`src/rtl/cfr_pkg.sv`:
```
// Shared types and constants of the command frame receiver.
// Used by cfr_front, cfr_queue, cfr_back and command_frame_receiver.
package cfr_pkg;

    localparam int FRAME_BYTES = 64;
    localparam int ADDR_W      = 6;
    localparam int LEN_W       = 7;
    localparam int CNT_W       = 16;
    localparam int CMD_BYTES   = 5;
    localparam int CFG_IDX_W   = 3;
    localparam int CFG_DATA_W  = 16;
    localparam int OUT_DATA_W  = 104;

    // Register indexes of the configuration port
    localparam logic [CFG_IDX_W-1:0] REG_HEADER_FIRST  = 3'd0;
    localparam logic [CFG_IDX_W-1:0] REG_HEADER_SECOND = 3'd1;
    localparam logic [CFG_IDX_W-1:0] REG_MIN_LENGTH    = 3'd2;
    localparam logic [CFG_IDX_W-1:0] REG_MAX_LENGTH    = 3'd3;
    localparam logic [CFG_IDX_W-1:0] REG_CONTROL_ID    = 3'd4;
    localparam logic [CFG_IDX_W-1:0] REG_SETTING_ID    = 3'd5;
    localparam logic [CFG_IDX_W-1:0] REG_LINK_TIMEOUT  = 3'd6;

    // Input kinds
    localparam logic ACT_BYTE = 1'b0;
    localparam logic ACT_TICK = 1'b1;

    // Job kinds in the queue
    localparam logic JOB_TICK  = 1'b0;
    localparam logic JOB_FRAME = 1'b1;

    // Event codes
    localparam logic [1:0] EV_GOOD = 2'd0;
    localparam logic [1:0] EV_BAD  = 2'd1;
    localparam logic [1:0] EV_LOST = 2'd2;

    localparam logic [CNT_W-1:0] CNT_MAX = '1;

    typedef struct packed {
        logic [7:0]       header_first;
        logic [7:0]       header_second;
        logic [5:0]       min_length;
        logic [6:0]       max_length;
        logic [3:0]       control_id;
        logic [3:0]       setting_id;
        logic [CNT_W-1:0] link_timeout;
    } cfg_t;

    typedef struct packed {
        logic             kind;
        logic             good;
        logic [7:0]       seq;
        logic [LEN_W-1:0] len;
    } job_t;

    typedef struct packed {
        logic              we;
        logic [ADDR_W-1:0] addr;
        logic [7:0]        data;
    } store_wr_t;

endpackage

```
`src/rtl/cfr_front.sv`:
```
// Front part: header hunt, length check, frame byte capture and running sum.
// Depends on cfr_pkg; feeds cfr_queue and the frame store in cfr_back.
module cfr_front
(
    input  logic                  clk,
    input  logic                  rst_n,
    input  cfr_pkg::cfg_t         cfg,
    input  logic                  in_valid,
    input  logic                  in_action,
    input  logic [7:0]            in_byte,
    output logic                  in_ready,
    input  logic                  q_full,
    output logic                  push,
    output cfr_pkg::job_t         push_job,
    output cfr_pkg::store_wr_t    store_wr,
    input  logic                  frame_done
);

    localparam logic [1:0] PH_HUNT = 2'd0;
    localparam logic [1:0] PH_HDR2 = 2'd1;
    localparam logic [1:0] PH_LEN  = 2'd2;
    localparam logic [1:0] PH_DATA = 2'd3;

    logic [1:0]                phase_reg, phase_next;
    logic [cfr_pkg::LEN_W-1:0] len_reg, len_next;
    logic [cfr_pkg::LEN_W-1:0] taken_reg, taken_next;
    logic [7:0]                ck1_reg, ck1_next, ck2_reg, ck2_next;
    logic [7:0]                last_reg, last_next, seq_reg, seq_next;
    logic                      busy_reg, busy_next;
    logic                      accept;
    logic [7:0]                ck1_add;
    logic [cfr_pkg::LEN_W:0]   taken_p3;
    logic                      len_ok;

    // Hold off while the queue is full or a finished frame still sits in the store
    assign in_ready = !q_full && !busy_reg;
    assign accept   = in_valid && in_ready;
    assign ck1_add  = ck1_reg + in_byte;
    assign taken_p3 = {1'b0, taken_reg} + (cfr_pkg::LEN_W+1)'(3);
    assign len_ok   = (in_byte > {2'b00, cfg.min_length}) && (in_byte < {1'b0, cfg.max_length})
                      && (in_byte <= 8'(cfr_pkg::FRAME_BYTES));

    always_comb
    begin
        phase_next = phase_reg;
        len_next   = len_reg;
        taken_next = taken_reg;
        ck1_next   = ck1_reg;
        ck2_next   = ck2_reg;
        last_next  = last_reg;
        seq_next   = seq_reg;
        busy_next  = busy_reg;
        push       = 1'b0;
        push_job   = '0;
        store_wr   = '0;
        if (frame_done)
        begin
            busy_next = 1'b0;
        end
        if (accept && in_action == cfr_pkg::ACT_TICK)
        begin
            push          = 1'b1;
            push_job.kind = cfr_pkg::JOB_TICK;
        end
        else if (accept)
        begin
            unique case (phase_reg)
                PH_HUNT:
                begin
                    if (in_byte == cfg.header_first)
                    begin
                        phase_next = PH_HDR2;
                    end
                end
                PH_HDR2:
                begin
                    phase_next = (in_byte == cfg.header_second) ? PH_LEN : PH_HUNT;
                end
                PH_LEN:
                begin
                    if (len_ok)
                    begin
                        phase_next = PH_DATA;
                        len_next   = in_byte[cfr_pkg::LEN_W-1:0];
                        taken_next = '0;
                        last_next  = in_byte;
                        // Length byte is summed when L is at least two
                        ck1_next   = (in_byte >= 8'd2) ? in_byte : 8'd0;
                        ck2_next   = (in_byte >= 8'd2) ? in_byte : 8'd0;
                    end
                    else
                    begin
                        phase_next = PH_HUNT;
                    end
                end
                default:
                begin
                    store_wr.we   = 1'b1;
                    store_wr.addr = taken_reg[cfr_pkg::ADDR_W-1:0];
                    store_wr.data = in_byte;
                    if (taken_reg == '0)
                    begin
                        seq_next = in_byte;
                    end
                    if (taken_p3 <= {1'b0, len_reg})
                    begin
                        ck1_next = ck1_add;
                        ck2_next = ck2_reg + ck1_add;
                    end
                    last_next  = in_byte;
                    taken_next = taken_reg + 1'b1;
                    if (taken_next >= len_reg)
                    begin
                        phase_next    = PH_HUNT;
                        busy_next     = 1'b1;
                        push          = 1'b1;
                        push_job.kind = cfr_pkg::JOB_FRAME;
                        push_job.len  = len_reg;
                        push_job.seq  = (taken_reg == '0) ? in_byte : seq_reg;
                        push_job.good = ({last_reg, in_byte} == {ck1_reg, ck2_reg});
                    end
                end
            endcase
        end
    end

    always_ff @(posedge clk or negedge rst_n)
    begin
        if (!rst_n)
        begin
            phase_reg <= PH_HUNT;
            len_reg   <= '0;
            taken_reg <= '0;
            busy_reg  <= 1'b0;
        end
        else
        begin
            phase_reg <= phase_next;
            len_reg   <= len_next;
            taken_reg <= taken_next;
            busy_reg  <= busy_next;
        end
    end

    // Payload registers
    always_ff @(posedge clk)
    begin
        ck1_reg  <= ck1_next;
        ck2_reg  <= ck2_next;
        last_reg <= last_next;
        seq_reg  <= seq_next;
    end

endmodule

```
`src/rtl/cfr_queue.sv`:
```
// Two-entry job queue between the front and back parts.
// Depends on cfr_pkg.
module cfr_queue
(
    input  logic          clk,
    input  logic          rst_n,
    input  logic          push,
    input  cfr_pkg::job_t push_job,
    output logic          full,
    input  logic          pop,
    output logic          head_valid,
    output cfr_pkg::job_t head_job
);

    cfr_pkg::job_t slot_reg [2];
    logic          wp_reg, rp_reg;
    logic [1:0]    cnt_reg, cnt_next;

    assign full       = (cnt_reg == 2'd2);
    assign head_valid = (cnt_reg != 2'd0);
    assign head_job   = slot_reg[rp_reg];

    always_comb
    begin
        cnt_next = cnt_reg;
        if (push && !(pop && head_valid))
        begin
            cnt_next = cnt_reg + 2'd1;
        end
        else if (!push && pop && head_valid)
        begin
            cnt_next = cnt_reg - 2'd1;
        end
    end

    always_ff @(posedge clk or negedge rst_n)
    begin
        if (!rst_n)
        begin
            wp_reg  <= 1'b0;
            rp_reg  <= 1'b0;
            cnt_reg <= '0;
        end
        else
        begin
            cnt_reg <= cnt_next;
            if (push)
            begin
                wp_reg <= !wp_reg;
            end
            if (pop && head_valid)
            begin
                rp_reg <= !rp_reg;
            end
        end
    end

    // Store the pushed job
    always_ff @(posedge clk)
    begin
        if (push)
        begin
            slot_reg[wp_reg] <= push_job;
        end
    end

endmodule

```
`src/rtl/cfr_back.sv`:
```
// Back part: link watchdog, sequence check, record walk over the frame store,
// counters and the output register. Depends on cfr_pkg.
module cfr_back
(
    input  logic                             clk,
    input  logic                             rst_n,
    input  cfr_pkg::cfg_t                    cfg,
    input  cfr_pkg::store_wr_t               store_wr,
    input  logic                             head_valid,
    input  cfr_pkg::job_t                    head_job,
    output logic                             pop,
    output logic                             frame_done,
    output logic                             out_valid,
    input  logic                             out_ready,
    output logic [1:0]                       out_event,
    output logic [cfr_pkg::OUT_DATA_W-1:0]   out_data
);

    localparam logic [2:0] S_IDLE    = 3'd0;
    localparam logic [2:0] S_HEAD_RD = 3'd1;
    localparam logic [2:0] S_HEAD    = 3'd2;
    localparam logic [2:0] S_DATA_RD = 3'd3;
    localparam logic [2:0] S_DATA    = 3'd4;
    localparam logic [2:0] S_EMIT    = 3'd5;

    logic [7:0]                 store_mem [cfr_pkg::FRAME_BYTES];
    logic [7:0]                 rd_data_reg;
    logic [cfr_pkg::ADDR_W-1:0] rd_addr;

    logic [2:0]                 state_reg, state_next;
    logic [cfr_pkg::LEN_W-1:0]  idx_reg, idx_next, flen_reg, flen_next;
    logic [4:0]                 rlen_reg, rlen_next;
    logic                       rctl_reg, rctl_next;
    logic [2:0]                 k_reg, k_next;
    logic [7:0]                 cmd_reg [cfr_pkg::CMD_BYTES];
    logic [7:0]                 cmd_next [cfr_pkg::CMD_BYTES];
    logic [6:0]                 mode_reg, mode_next;
    logic [cfr_pkg::CNT_W-1:0]  bad_reg, bad_next, seqc_reg, seqc_next;
    logic [cfr_pkg::CNT_W-1:0]  recc_reg, recc_next, idle_reg, idle_next;
    logic                       link_reg, link_next;
    logic [7:0]                 exp_reg, exp_next;
    logic [1:0]                 ev_reg, ev_next;
    logic                       serr_reg, serr_next, recon_reg, recon_next;
    logic                       ovalid_reg;
    logic [1:0]                 oev_reg;
    logic [cfr_pkg::OUT_DATA_W-1:0] odata_reg;

    logic                       out_free;
    logic [cfr_pkg::LEN_W-1:0]  idx_p1, idx_m1, pos, pos_m1;
    logic                       pos_in;
    logic [7:0]                 dval;
    logic [4:0]                 hlen;

    assign out_free = !ovalid_reg || out_ready;
    assign idx_p1   = idx_reg + 1'b1;
    assign idx_m1   = idx_reg - 1'b1;
    assign pos      = idx_p1 + {4'd0, k_reg};
    assign pos_m1   = idx_reg + {4'd0, k_reg};
    assign pos_in   = (pos <= flen_reg) && (pos <= cfr_pkg::LEN_W'(cfr_pkg::FRAME_BYTES));
    assign dval     = pos_in ? rd_data_reg : 8'd0;
    assign hlen     = (rd_data_reg[3:0] == 4'd0) ? 5'd16 : {1'b0, rd_data_reg[3:0]};
    assign rd_addr  = (state_reg == S_HEAD_RD) ? idx_m1[cfr_pkg::ADDR_W-1:0]
                                               : pos_m1[cfr_pkg::ADDR_W-1:0];

    // Frame store: written by the front, read by the record walk
    always_ff @(posedge clk)
    begin
        if (store_wr.we)
        begin
            store_mem[store_wr.addr] <= store_wr.data;
        end
        rd_data_reg <= store_mem[rd_addr];
    end

    always_comb
    begin
        state_next = state_reg;
        idx_next   = idx_reg;
        flen_next  = flen_reg;
        rlen_next  = rlen_reg;
        rctl_next  = rctl_reg;
        k_next     = k_reg;
        for (int i = 0; i < cfr_pkg::CMD_BYTES; i++)
        begin
            cmd_next[i] = cmd_reg[i];
        end
        mode_next  = mode_reg;
        bad_next   = bad_reg;
        seqc_next  = seqc_reg;
        recc_next  = recc_reg;
        idle_next  = idle_reg;
        link_next  = link_reg;
        exp_next   = exp_reg;
        ev_next    = ev_reg;
        serr_next  = serr_reg;
        recon_next = recon_reg;
        pop        = 1'b0;
        frame_done = 1'b0;

        unique case (state_reg)
            S_IDLE:
            begin
                if (head_valid)
                begin
                    pop = 1'b1;
                    if (head_job.kind == cfr_pkg::JOB_TICK)
                    begin
                        // Age the link and flag the loss once
                        if (idle_reg != cfr_pkg::CNT_MAX)
                        begin
                            idle_next = idle_reg + 1'b1;
                        end
                        if (idle_next > cfg.link_timeout && link_reg)
                        begin
                            link_next  = 1'b0;
                            ev_next    = cfr_pkg::EV_LOST;
                            serr_next  = 1'b0;
                            recon_next = 1'b0;
                            state_next = S_EMIT;
                        end
                    end
                    else
                    begin
                        recon_next = !link_reg;
                        if (!link_reg && recc_reg != cfr_pkg::CNT_MAX)
                        begin
                            recc_next = recc_reg + 1'b1;
                        end
                        link_next = 1'b1;
                        idle_next = '0;
                        serr_next = (exp_reg != head_job.seq);
                        if (exp_reg != head_job.seq && seqc_reg != cfr_pkg::CNT_MAX)
                        begin
                            seqc_next = seqc_reg + 1'b1;
                        end
                        exp_next  = head_job.seq + 8'd1;
                        flen_next = head_job.len;
                        if (head_job.good)
                        begin
                            ev_next    = cfr_pkg::EV_GOOD;
                            idx_next   = cfr_pkg::LEN_W'(2);
                            state_next = S_HEAD_RD;
                        end
                        else
                        begin
                            ev_next = cfr_pkg::EV_BAD;
                            if (bad_reg != cfr_pkg::CNT_MAX)
                            begin
                                bad_next = bad_reg + 1'b1;
                            end
                            state_next = S_EMIT;
                        end
                    end
                end
            end
            S_HEAD_RD:
            begin
                state_next = (idx_p1 < flen_reg) ? S_HEAD : S_EMIT;
            end
            S_HEAD:
            begin
                rlen_next = hlen;
                k_next    = '0;
                if (rd_data_reg[7:4] == cfg.control_id)
                begin
                    rctl_next  = 1'b1;
                    state_next = S_DATA_RD;
                end
                else if (rd_data_reg[7:4] == cfg.setting_id)
                begin
                    rctl_next  = 1'b0;
                    state_next = S_DATA_RD;
                end
                else
                begin
                    idx_next   = idx_p1 + {2'd0, hlen};
                    state_next = S_HEAD_RD;
                end
            end
            S_DATA_RD:
            begin
                state_next = S_DATA;
            end
            S_DATA:
            begin
                if (rctl_reg)
                begin
                    cmd_next[k_reg] = dval;
                end
                else
                begin
                    mode_next = dval[7:1];
                end
                if (rctl_reg && k_reg != 3'(cfr_pkg::CMD_BYTES - 1))
                begin
                    k_next     = k_reg + 1'b1;
                    state_next = S_DATA_RD;
                end
                else
                begin
                    idx_next   = idx_p1 + {2'd0, rlen_reg};
                    state_next = S_HEAD_RD;
                end
            end
            S_EMIT:
            begin
                if (out_free)
                begin
                    frame_done = (ev_reg != cfr_pkg::EV_LOST);
                    state_next = S_IDLE;
                end
            end
            default:
            begin
                state_next = S_IDLE;
            end
        endcase
    end

    always_ff @(posedge clk or negedge rst_n)
    begin
        if (!rst_n)
        begin
            state_reg  <= S_IDLE;
            cmd_reg[0] <= 8'd1;
            cmd_reg[1] <= 8'd0;
            cmd_reg[2] <= 8'd0;
            cmd_reg[3] <= 8'd1;
            cmd_reg[4] <= 8'd1;
            mode_reg   <= '0;
            bad_reg    <= '0;
            seqc_reg   <= '0;
            recc_reg   <= '0;
            idle_reg   <= '0;
            link_reg   <= 1'b0;
            exp_reg    <= '0;
            ovalid_reg <= 1'b0;
        end
        else
        begin
            state_reg <= state_next;
            for (int i = 0; i < cfr_pkg::CMD_BYTES; i++)
            begin
                cmd_reg[i] <= cmd_next[i];
            end
            mode_reg <= mode_next;
            bad_reg  <= bad_next;
            seqc_reg <= seqc_next;
            recc_reg <= recc_next;
            idle_reg <= idle_next;
            link_reg <= link_next;
            exp_reg  <= exp_next;
            // Load the output register when the result is ready, drop on take
            if (state_reg == S_EMIT && out_free)
            begin
                ovalid_reg <= 1'b1;
            end
            else if (out_ready)
            begin
                ovalid_reg <= 1'b0;
            end
        end
    end

    // Payload registers
    always_ff @(posedge clk)
    begin
        idx_reg   <= idx_next;
        flen_reg  <= flen_next;
        rlen_reg  <= rlen_next;
        rctl_reg  <= rctl_next;
        k_reg     <= k_next;
        ev_reg    <= ev_next;
        serr_reg  <= serr_next;
        recon_reg <= recon_next;
        if (state_reg == S_EMIT && out_free)
        begin
            oev_reg   <= ev_reg;
            odata_reg <= {7'd0, recc_reg, seqc_reg, bad_reg, mode_reg,
                          cmd_reg[4], cmd_reg[3], cmd_reg[2], cmd_reg[1], cmd_reg[0],
                          recon_reg, serr_reg};
        end
    end

    assign out_valid = ovalid_reg;
    assign out_event = oev_reg;
    assign out_data  = odata_reg;

endmodule

```
`src/rtl/command_frame_receiver.sv`:
```
// Top level of the command frame receiver: configuration registers and the
// front / queue / back chain. Depends on cfr_pkg, cfr_front, cfr_queue, cfr_back.
//
// Channel   Direction  Beat contents
// s_axis    in         tuser: action; tdata: byte_value
// m_axis    out        tuser: event_res; tdata: flags, commands, mode bits, counters
// cfg       in         cfg_we, cfg_index, cfg_data (write only)
//
// A byte or tick beat is taken while s_tready is high. The last byte of a good
// frame starts a record walk over the frame store; each header or data byte is
// read through its single read port in a read state and a use state. A control
// record always reads five data bytes. New beats are held off while that frame
// is walked. Reset clears control state; the frame store has no reset. The output
// register holds a result until m_tready; a second result then waits in the back,
// which stalls the front through the queue.
module command_frame_receiver
(
    input  logic                               clk,
    input  logic                               rst_n,
    input  logic                               s_tvalid,
    output logic                               s_tready,
    input  logic [7:0]                         s_tdata,   // [7:0] byte_value
    input  logic                               s_tuser,   // [0] action
    output logic                               m_tvalid,
    input  logic                               m_tready,
    // [0] sequence_error, [1] reconnected, [9:2] drive_mode, [17:10] velocity,
    // [25:18] rotation, [33:26] accelerate, [41:34] gear, [48:42] report_mode_bits,
    // [64:49] bad_frame_count, [80:65] sequence_error_count,
    // [96:81] reconnect_count, [103:97] zero
    output logic [cfr_pkg::OUT_DATA_W-1:0]     m_tdata,
    output logic [1:0]                         m_tuser,   // [1:0] event_res
    input  logic                               cfg_we,
    input  logic [cfr_pkg::CFG_IDX_W-1:0]      cfg_index,
    input  logic [cfr_pkg::CFG_DATA_W-1:0]     cfg_data
);

    cfr_pkg::cfg_t      cfg_reg;
    cfr_pkg::job_t      push_job, head_job;
    cfr_pkg::store_wr_t store_wr;
    logic               push, q_full, pop, head_valid, frame_done;

    // Configuration registers
    always_ff @(posedge clk or negedge rst_n)
    begin
        if (!rst_n)
        begin
            cfg_reg.header_first  <= 8'd170;
            cfg_reg.header_second <= 8'd85;
            cfg_reg.min_length    <= 6'd3;
            cfg_reg.max_length    <= 7'd64;
            cfg_reg.control_id    <= 4'd1;
            cfg_reg.setting_id    <= 4'd2;
            cfg_reg.link_timeout  <= 16'd100;
        end
        else if (cfg_we)
        begin
            unique case (cfg_index)
                cfr_pkg::REG_HEADER_FIRST:  cfg_reg.header_first  <= cfg_data[7:0];
                cfr_pkg::REG_HEADER_SECOND: cfg_reg.header_second <= cfg_data[7:0];
                cfr_pkg::REG_MIN_LENGTH:    cfg_reg.min_length    <= cfg_data[5:0];
                cfr_pkg::REG_MAX_LENGTH:    cfg_reg.max_length    <= cfg_data[6:0];
                cfr_pkg::REG_CONTROL_ID:    cfg_reg.control_id    <= cfg_data[3:0];
                cfr_pkg::REG_SETTING_ID:    cfg_reg.setting_id    <= cfg_data[3:0];
                cfr_pkg::REG_LINK_TIMEOUT:  cfg_reg.link_timeout  <= cfg_data;
                default:
                begin
                end
            endcase
        end
    end

    cfr_front u_front
    (
        .clk        (clk),
        .rst_n      (rst_n),
        .cfg        (cfg_reg),
        .in_valid   (s_tvalid),
        .in_action  (s_tuser),
        .in_byte    (s_tdata),
        .in_ready   (s_tready),
        .q_full     (q_full),
        .push       (push),
        .push_job   (push_job),
        .store_wr   (store_wr),
        .frame_done (frame_done)
    );

    cfr_queue u_queue
    (
        .clk        (clk),
        .rst_n      (rst_n),
        .push       (push),
        .push_job   (push_job),
        .full       (q_full),
        .pop        (pop),
        .head_valid (head_valid),
        .head_job   (head_job)
    );

    cfr_back u_back
    (
        .clk        (clk),
        .rst_n      (rst_n),
        .cfg        (cfg_reg),
        .store_wr   (store_wr),
        .head_valid (head_valid),
        .head_job   (head_job),
        .pop        (pop),
        .frame_done (frame_done),
        .out_valid  (m_tvalid),
        .out_ready  (m_tready),
        .out_event  (m_tuser),
        .out_data   (m_tdata)
    );

endmodule

```
`config.mk`:
```
export PLATFORM = sky130hd
export DESIGN_NAME = command_frame_receiver
export DESIGN_NICKNAME = d
export VERILOG_FILES = /design/src/rtl/cfr_pkg.sv /design/src/rtl/cfr_front.sv /design/src/rtl/cfr_queue.sv /design/src/rtl/cfr_back.sv /design/src/rtl/command_frame_receiver.sv
export SDC_FILE = /design/constraint.sdc
export NUM_CORES = 1
export LEC_CHECK = 0
export BUFFER_PORTS_ARGS = -buffer_cell sky130_fd_sc_hd__buf_2
export CELL_PAD_IN_SITES_DETAIL_PLACEMENT = 1
export CELL_PAD_IN_SITES_GLOBAL_PLACEMENT = 1
export CORE_MARGIN = 2
export CORE_UTILIZATION = 45
export CTS_CLUSTER_SIZE = 12
export DETAILED_ROUTE_END_ITERATION = 16
export HOLD_SLACK_MARGIN = 0.05
export PLACE_DENSITY_LB_ADDON = 0.1
export REMOVE_ABC_BUFFERS = 1
export SETUP_SLACK_MARGIN = 0.05
export SLEW_MARGIN = 15
export SYNTH_ARGS = -nofsm -noshare
export SYNTH_HDL_FRONTEND = slang
export SYNTH_HIERARCHICAL = 1
export SYNTH_SLANG_ARGS = --single-unit
export TNS_END_PERCENT = 1
```
`constraint.sdc`:
```
create_clock -name clk -period 6.49 [get_ports clk]
set_input_delay 0.649 -clock clk [delete_from_list [all_inputs] [get_ports clk]]
set_output_delay 0.649 -clock clk [all_outputs]
set_load 0.02 [all_outputs]
```
# Word level (Yosys, flattened, before mapping)
# Memory sizes are Yosys's and may differ from the RTL's. A register that Yosys moved wholly into a read port is not among the register bits.
# Index checks and enable logic that the tools add are counted.
word_totals:
  ff_bits: 356
  ram_bits: 546
  input_bits: 33
  word_cells: 265
  mem_count: 2
op_classes:
  n_addsub: 18
  order_cmp: 12
  eq_ne: 37
  mux: 83
  n_bitwise: 6
  n_reduce_logical: 65
memory_table:
  columns: ["name", "depth", "word_bits", "rd", "rd_ports_with_merged_regs", "wr", "line_no", "text"]
  rows:
  - ["u_back.store_mem", 64, 8, 1, 1, 1, "cfr_back.sv:26", "logic [7:0] store_mem [cfr_pkg::FRAME_BYTES];"]
  - ["u_queue.slot_reg", 2, 17, 1, 0, 1, "cfr_queue.sv:15", "cfr_pkg::job_t slot_reg [2];"]
op_table:
  columns: ["operator", "n"]
  rows:
  - ["16-bit two-way mux", 6]
  - ["16-bit by 1-bit adder with 16-bit output, second input constant", 4]
  - ["8-bit two-way mux", 8]
  - ["16-bit inequality test, second input constant", 4]
  - ["17-bit two-way mux", 3]
  - ["7-bit two-way mux", 7]
  - ["8-bit case mux with 2 select lines", 3]
  - ["15-bit two-way mux", 3]
  - ["40-bit bitwise mux", 1]
  - ["1-bit two-way mux", 26]
  - ["8-bit demux with 3-bit select", 1]
  - ["3-bit two-way mux", 8]
  - ["2-bit AND reduction", 12]
  - ["7-bit case mux with 3 select lines", 1]
  - ["2-bit two-way mux", 10]
  - ["4-bit AND reduction", 5]
  - ["3-bit case mux with 6 select lines", 1]
  - ["8-bit adder", 2]
  - ["16-bit == test", 1]
  - ["8-bit == test", 2]
  - ["16-bit greater-than comparator", 1]
  - ["1-bit logical AND", 16]
  - ["3-bit == test, second input constant", 5]
  - ["7-bit by 1-bit adder with 7-bit output, second input constant", 2]
  - ["51 further kinds", 89]

# Depth between registers and ports, before layout
logic_depth:
  depth_word: 11
  mapped_depth: 16

# Hierarchy
# The synthesis kept the hierarchy.
by_module_without_submodules:
  columns: ["mod", "instances", "cells_per_inst", "area_per_inst_um2", "seq_area_each_um2"]
  rows:
  - ["cfr_back", 1, 1810, 31665.4, 22425.3]
  - ["cfr_front", 1, 412, 3875.0, 1386.3]
  - ["command_frame_receiver", 1, 118, 2065.7, 1346.3]
  - ["cfr_queue", 1, 73, 1481.4, 1121.1]

# Worst setup path before layout
# OpenSTA, ideal clock, no wires.
synth_path:
  path_type: "flip-flop to flip-flop"
  startpoint: "register u_back.state_reg[2]"
  endpoint: "register u_back.odata_reg, in the netlist u_back/out_data[0] (enable)"
  t_arrival_ns: 4.960
  required_ns: 5.932
  path_slack_ns: 0.972
  stages_incl_launch_ff: 4
  n_path_buf: 1
  synth_period_minus_slack_ns: 5.518
  path_cell_list: "dfrtp_1 > clkbuf_1 > nand3b_1 > nor2_1"
synth_via:
  elab_chain_len: 2
synth_lines:
  columns: ["item", "line_no", "text"]
  rows:
  - ["start: declaration", "cfr_back.sv:30", "logic [2:0] state_reg, state_next;"]
  - ["start signal: assignment", "cfr_back.sv:241", "state_reg <= state_next;"]
  - ["3-bit == test", "cfr_back.sv:276", "if (state_reg == S_EMIT && out_free)"]
  - ["1-bit logical AND", "cfr_back.sv:276", null]
  - ["end signal: assignment", "cfr_back.sv:279", "odata_reg <= {7'd0, recc_reg, seqc_reg, bad_reg, mode_reg,"]
  - ["end: declaration", "cfr_back.sv:46", "logic [cfr_pkg::OUT_DATA_W-1:0] odata_reg;"]
# Every way passes these cells.
# A chain may end at the register's enable or synchronous reset.

# Worst setup path in the final report
layout_path:
  startpoint: "register u_back.k_reg[1]"
  endpoint: "register u_back.rd_data_reg[2] (read register of u_back.store_mem)"
layout_via:
  elab_chain_len: 2
layout_lines:
  columns: ["item", "line_no", "text"]
  rows:
  - ["start: declaration", "cfr_back.sv:34", "logic [2:0] k_reg, k_next;"]
  - ["start signal: assignment", "cfr_back.sv:272", "k_reg <= k_next;"]
  - ["6-bit by 3-bit adder with 6-bit output", "cfr_back.sv:58", "assign pos_m1 = idx_reg + {4'd0, k_reg};"]
  - ["6-bit two-way mux", "cfr_back.sv:62", "assign rd_addr = (state_reg == S_HEAD_RD) ? idx_m1[cfr_pkg::ADDR_W-1:0]"]
  - ["end: declaration", "cfr_back.sv:27", "logic [7:0] rd_data_reg;"]
# Every way passes these cells.

==> flow_results.org <==
** Setup path
- The worst register-to-register path has a depth of 14.
- For the worst setup path, the data required time is 7.02 ns.
- Crit path arrival time :: 5.08 ns
- In this run the worst path has a maximum fanout of 25.
- Critical path launch point type :: flip-flop
- Endpoint type of the worst setup path :: flip-flop
- The worst setup path is of the flip-flop to flip-flop kind.

** Routing
- The routed design has between 90,000 and 100,000 um of wire.
- Post-route ant nets :: 0
- Via count :: 21,040
- Routed length on met1 :: 40,270 um
- TritonRoute pass-1 iters :: 7
- In the routed layout, each cell is associated on average with a via count of 5.534.
- After detailed routing, the number of remaining DRC violations is 0.
- Iteration-0 DRC Markers :: 1,314
- The highest metal layer carrying signal wires in the routed design is met4.
- Wire segments on met2 add up to between 40,000 and 50,000 um in the final route.
- Avg WL per Cell :: 24.06 um
- Met3 routed WL :: just under 3000 um

** Pwr
- Max VDD drop :: 0.4503 mV
- Net switching component of the power :: 7.166 mW
- P_int :: 13.16 mW
- PwrDens :: 461.6 nW/um^2
- In this run, the combinational gates consume 37.9% of the power.
- Switching share of power :: 35.26%
- In this run the static leakage power is 15.64 nW.
- Clock share of power :: 25.9%
- Reg power frac :: 36.2%

** Final layout
- Share of post-route cells with drive strength above 1 :: 21.99%
- Total number of nets in the final design :: 2,709
- End-of-flow core utilization :: 50.91%
- The area growth from synthesis to layout is 12.64%.
- The register with the most flip-flops in the layout has approximately 500 of them.
- The number of antenna diodes in the final layout is 0.

** Yosys
- Yosys top cell area share :: 54.08%
- Yosys mapped a number of flops with a built-in enable equal to 704.
- Mean Syn Cell Area :: 16.20 um^2
- After synthesis, the netlist uses 85 different library cells.
- Register bit total from synthesis :: 910
- Most area-consuming cells after synthesis :: sky130_fd_sc_hd__edfxtp_1 54%, sky130_fd_sc_hd__dfrtp_1 11%, sky130_fd_sc_hd__mux4_2 7.5%, sky130_fd_sc_hd__ha_1 3.0%, sky130_fd_sc_hd__mux2i_1 3.0%
- For this run, the number of Yosys warnings is 6.
- In the synthesized netlist, the number of instances is 2,413.
- Ys async rst share :: a little over a fifth
- Top_reg_cell synth :: sky130_fd_sc_hd__edfxtp_1
- Post-synthesis sequential area ratio :: 67.23%
- Cell Area, Synth :: 39,090 um^2
- Area leader, netlist :: sky130_fd_sc_hd__edfxtp_1

** Floorplanning
- The floorplan has 108 rows.
- Initial Util :: 45.20%
- Die boundary width :: 298.7 um
- Die area :: 89,230 um^2
- Core area :: 86,480 um^2
- Vert. Die Dim :: 298.7 um
- 141 I/O pins were placed.

** Timing
- Final hold analysis gives a worst-case slack of 0.2357 ns.
- Setup repair after global routing left no endpoint under its margin.
- The worst path needs 4.550 ns of the cycle, external delays included.
- Setup violations remaining at the end of the flow were counted as 0.
- Minimum setup slack in the final design :: 1.940 ns
- The worst pin sits at a relative slew slack of 24.72%.
- The worst path uses 70.10% of the clock period.
- Post-Route Skew :: 0.02544 ns
- Maximum operating frequency :: ~220 MHz
- Max Transition Viols Final :: 0
- Slew of the pin with the lowest slew margin :: 1.129 ns
- The hold violation count in the final report came to 0.

** CTS
- Clock tree synthesis selected as its root buffer the cell sky130_fd_sc_hd__clkbuf_16.
- Clock-pin slew was measured on the worst setup and hold paths at 0.06 ns.
- Inserted Clock Buffers :: 97
- # clock sinks :: 910
- Buffers added to address setup during post-CTS repair amount to 0.
- Clk_lat worst skew :: 0.66 ns
- TritonCTS built the clock tree.
- H-tree levels :: 3
- The longest clock path from root to sink contains 3 buffers.

** GRT
- Entering global routing, the biggest net connects 69 pins.
- Remaining global-route overflow :: 0
- Initial antenna violation count :: 0
- Global routing used 20.80% of the available tracks.
- First-pass GRT wire length :: 141,800 um
- Number of global-route vias before repair :: 22,740

** Run status
- The run finished with clean final reports.

** Min path
- Classification of the worst-slack hold path :: input pin to flip-flop
- Worst Hold Depth :: 2

** Placement
- Buffers placed on the I/O ports in this run total 133.
- Routability-driven placement finished with a final weighted congestion of 0.7947.
- Detailed-placement wirelength estimate :: 60,420 um
- Place WS :: approximately 1.8 ns

** Job
- Max-cap violations in this run came to 0.
==> worst max-delay path, cell delays in order (launching register included) <==
cell and delay (ns):
sky130_fd_sc_hd__edfxtp_1 0.57, sky130_fd_sc_hd__inv_1 0.16, sky130_fd_sc_hd__ha_1 0.24, sky130_fd_sc_hd__ha_1 0.28, sky130_fd_sc_hd__nand2_1 0.05, sky130_fd_sc_hd__ha_1 0.36, sky130_fd_sc_hd__nor2_1 0.06, sky130_fd_sc_hd__a21oi_1 0.38
sky130_fd_sc_hd__xor2_4 0.56, sky130_fd_sc_hd__buf_4 0.56, sky130_fd_sc_hd__buf_4 0.32, sky130_fd_sc_hd__mux2i_1 0.23, sky130_fd_sc_hd__mux2i_1 0.17, sky130_fd_sc_hd__mux2i_1 0.38, sky130_fd_sc_hd__mux2i_1 0.12
==> final cells by class <==
class / instances / area, um^2
fill: 8150 / 42450
sequential: 910 / 26280
multi-input combinational: 1319 / 12070
clock buffer: 133 / 2623
tap: 1155 / 1445
timing repair buffer: 166 / 949.7
clock inverter: 36 / 351.6
inverter: 83 / 311.5
==> metal layers <==
layer / GRT usage, % / vias up
li1: - / 9489
met1: 28.21 / 11060
met2: 35.39 / 357
met3: 2.675 / 137
met4: 5.893 / 0
met5: 0 / -
==> layout by cell type, fill, tap and decap left out, drive strengths merged, types with 70 or more instances in the layout <==
master	netlist	final
nand2	119	119
ha	94	94
xor2	70	70
mux4	130	130
mux2i	116	116
inv	82	86
xnor2	83	83
nor2	139	139
mux2	93	93
dfrtp	179	179
edfxtp	704	704
buf	47	164
clkbuf	60	134
==> worst paths after layout <==
| check | start | endpoint | slack, ns |
|---|---|---|---|
| setup / recovery | u_back/k_reg[1] | u_back/rd_data_reg[2] | 1.94 |
| hold / removal | cfg_data[14] | cfg_reg[14] | 0.24 |
| setup reg to reg | u_back/k_reg[1] | u_back/rd_data_reg[2] | 1.94 |
| hold reg to reg | u_back/serr_reg | u_back/out_data[0] | 0.42 |
| max in group asynchronous | rst_n | cfg_reg[35] | 4.57 |
| min in group asynchronous | rst_n | cfg_reg[11] | 0.58 |
==> logic make-up after synthesis <==
group                      share of synthesized area [%]
AOI/OAI and AO/OA                                  3.985
xor gates and xnor gates                           3.553
adders and majority gates                          3.265
buffers and inverters                              2.145
DFF                                                67.23
muxes                                              13.29
other                                           0.009594
and+or+nand+nor                                    6.517
==> power groups by stage <==
stage	sequential [mW]	clock (mW)	combinational, mW
after floorplan	7.42	0	4.91
after global placement	7.46	0	7.70
after detailed placement	7.49	0	7.83
after CTS	7.38	5.40	7.88
after global routing	7.44	5.63	8.32
final	7.36	5.26	7.70
==> synthesized netlist by cell type (5+ instances only) <==
| cell | count |
|---|---|
| sky130_fd_sc_hd__edfxtp_1 | 704 |
| sky130_fd_sc_hd__dfrtp_1 | 179 |
| sky130_fd_sc_hd__nor2_1 | 138 |
| sky130_fd_sc_hd__mux4_2 | 130 |
| sky130_fd_sc_hd__mux2i_1 | 116 |
| sky130_fd_sc_hd__nand2_1 | 116 |
| sky130_fd_sc_hd__ha_1 | 94 |
| sky130_fd_sc_hd__xnor2_1 | 81 |
| sky130_fd_sc_hd__inv_1 | 80 |
| sky130_fd_sc_hd__mux2_2 | 77 |
| sky130_fd_sc_hd__xor2_1 | 70 |
| sky130_fd_sc_hd__clkbuf_1 | 59 |
| sky130_fd_sc_hd__a21oi_1 | 54 |
| sky130_fd_sc_hd__a22o_1 | 49 |
| sky130_fd_sc_hd__nand3_1 | 46 |
| sky130_fd_sc_hd__o21ai_0 | 45 |
| sky130_fd_sc_hd__nand4_1 | 32 |
| sky130_fd_sc_hd__buf_2 | 29 |
| sky130_fd_sc_hd__and3_1 | 27 |
| sky130_fd_sc_hd__nor2b_1 | 21 |
| sky130_fd_sc_hd__nor3_1 | 21 |
| sky130_fd_sc_hd__a21o_1 | 19 |
| sky130_fd_sc_hd__dfstp_2 | 19 |
| sky130_fd_sc_hd__mux2_4 | 16 |
| sky130_fd_sc_hd__nor4_1 | 16 |
| sky130_fd_sc_hd__nand2b_1 | 13 |
| sky130_fd_sc_hd__and2_1 | 11 |
| sky130_fd_sc_hd__buf_4 | 11 |
| sky130_fd_sc_hd__o21a_1 | 10 |
| sky130_fd_sc_hd__o21ai_1 | 9 |
| sky130_fd_sc_hd__dfxtp_1 | 8 |
| sky130_fd_sc_hd__a211oi_1 | 6 |
| sky130_fd_sc_hd__nor3_4 | 6 |
| sky130_fd_sc_hd__fa_1 | 5 |
| sky130_fd_sc_hd__nor3_2 | 5 |
| sky130_fd_sc_hd__o21bai_1 | 5 |
==> per-stage QoR <==
stage | std cells | area, um^2 | total power, mW | setup TNS [ns]
2_1_floorplan | 2312 | 38580 | 12.33 | -5.260
3_3_place_gp | 3632 | 41040 | 15.16 | 0
3_5_place_dp | 3632 | 41040 | 15.32 | 0
4_1_cts | 3802 | 44030 | 20.66 | 0
5_1_grt | 3802 | 44030 | 21.38 | 0
6_report | 3802 | 44030 | 20.32 | 0
==> repair_timing <==
action,CTS,global route
gates resized for setup,0,0
endpoints found under the hold margin,59,0
hold buffers,1,0
(Power assumes the default switching activity.)
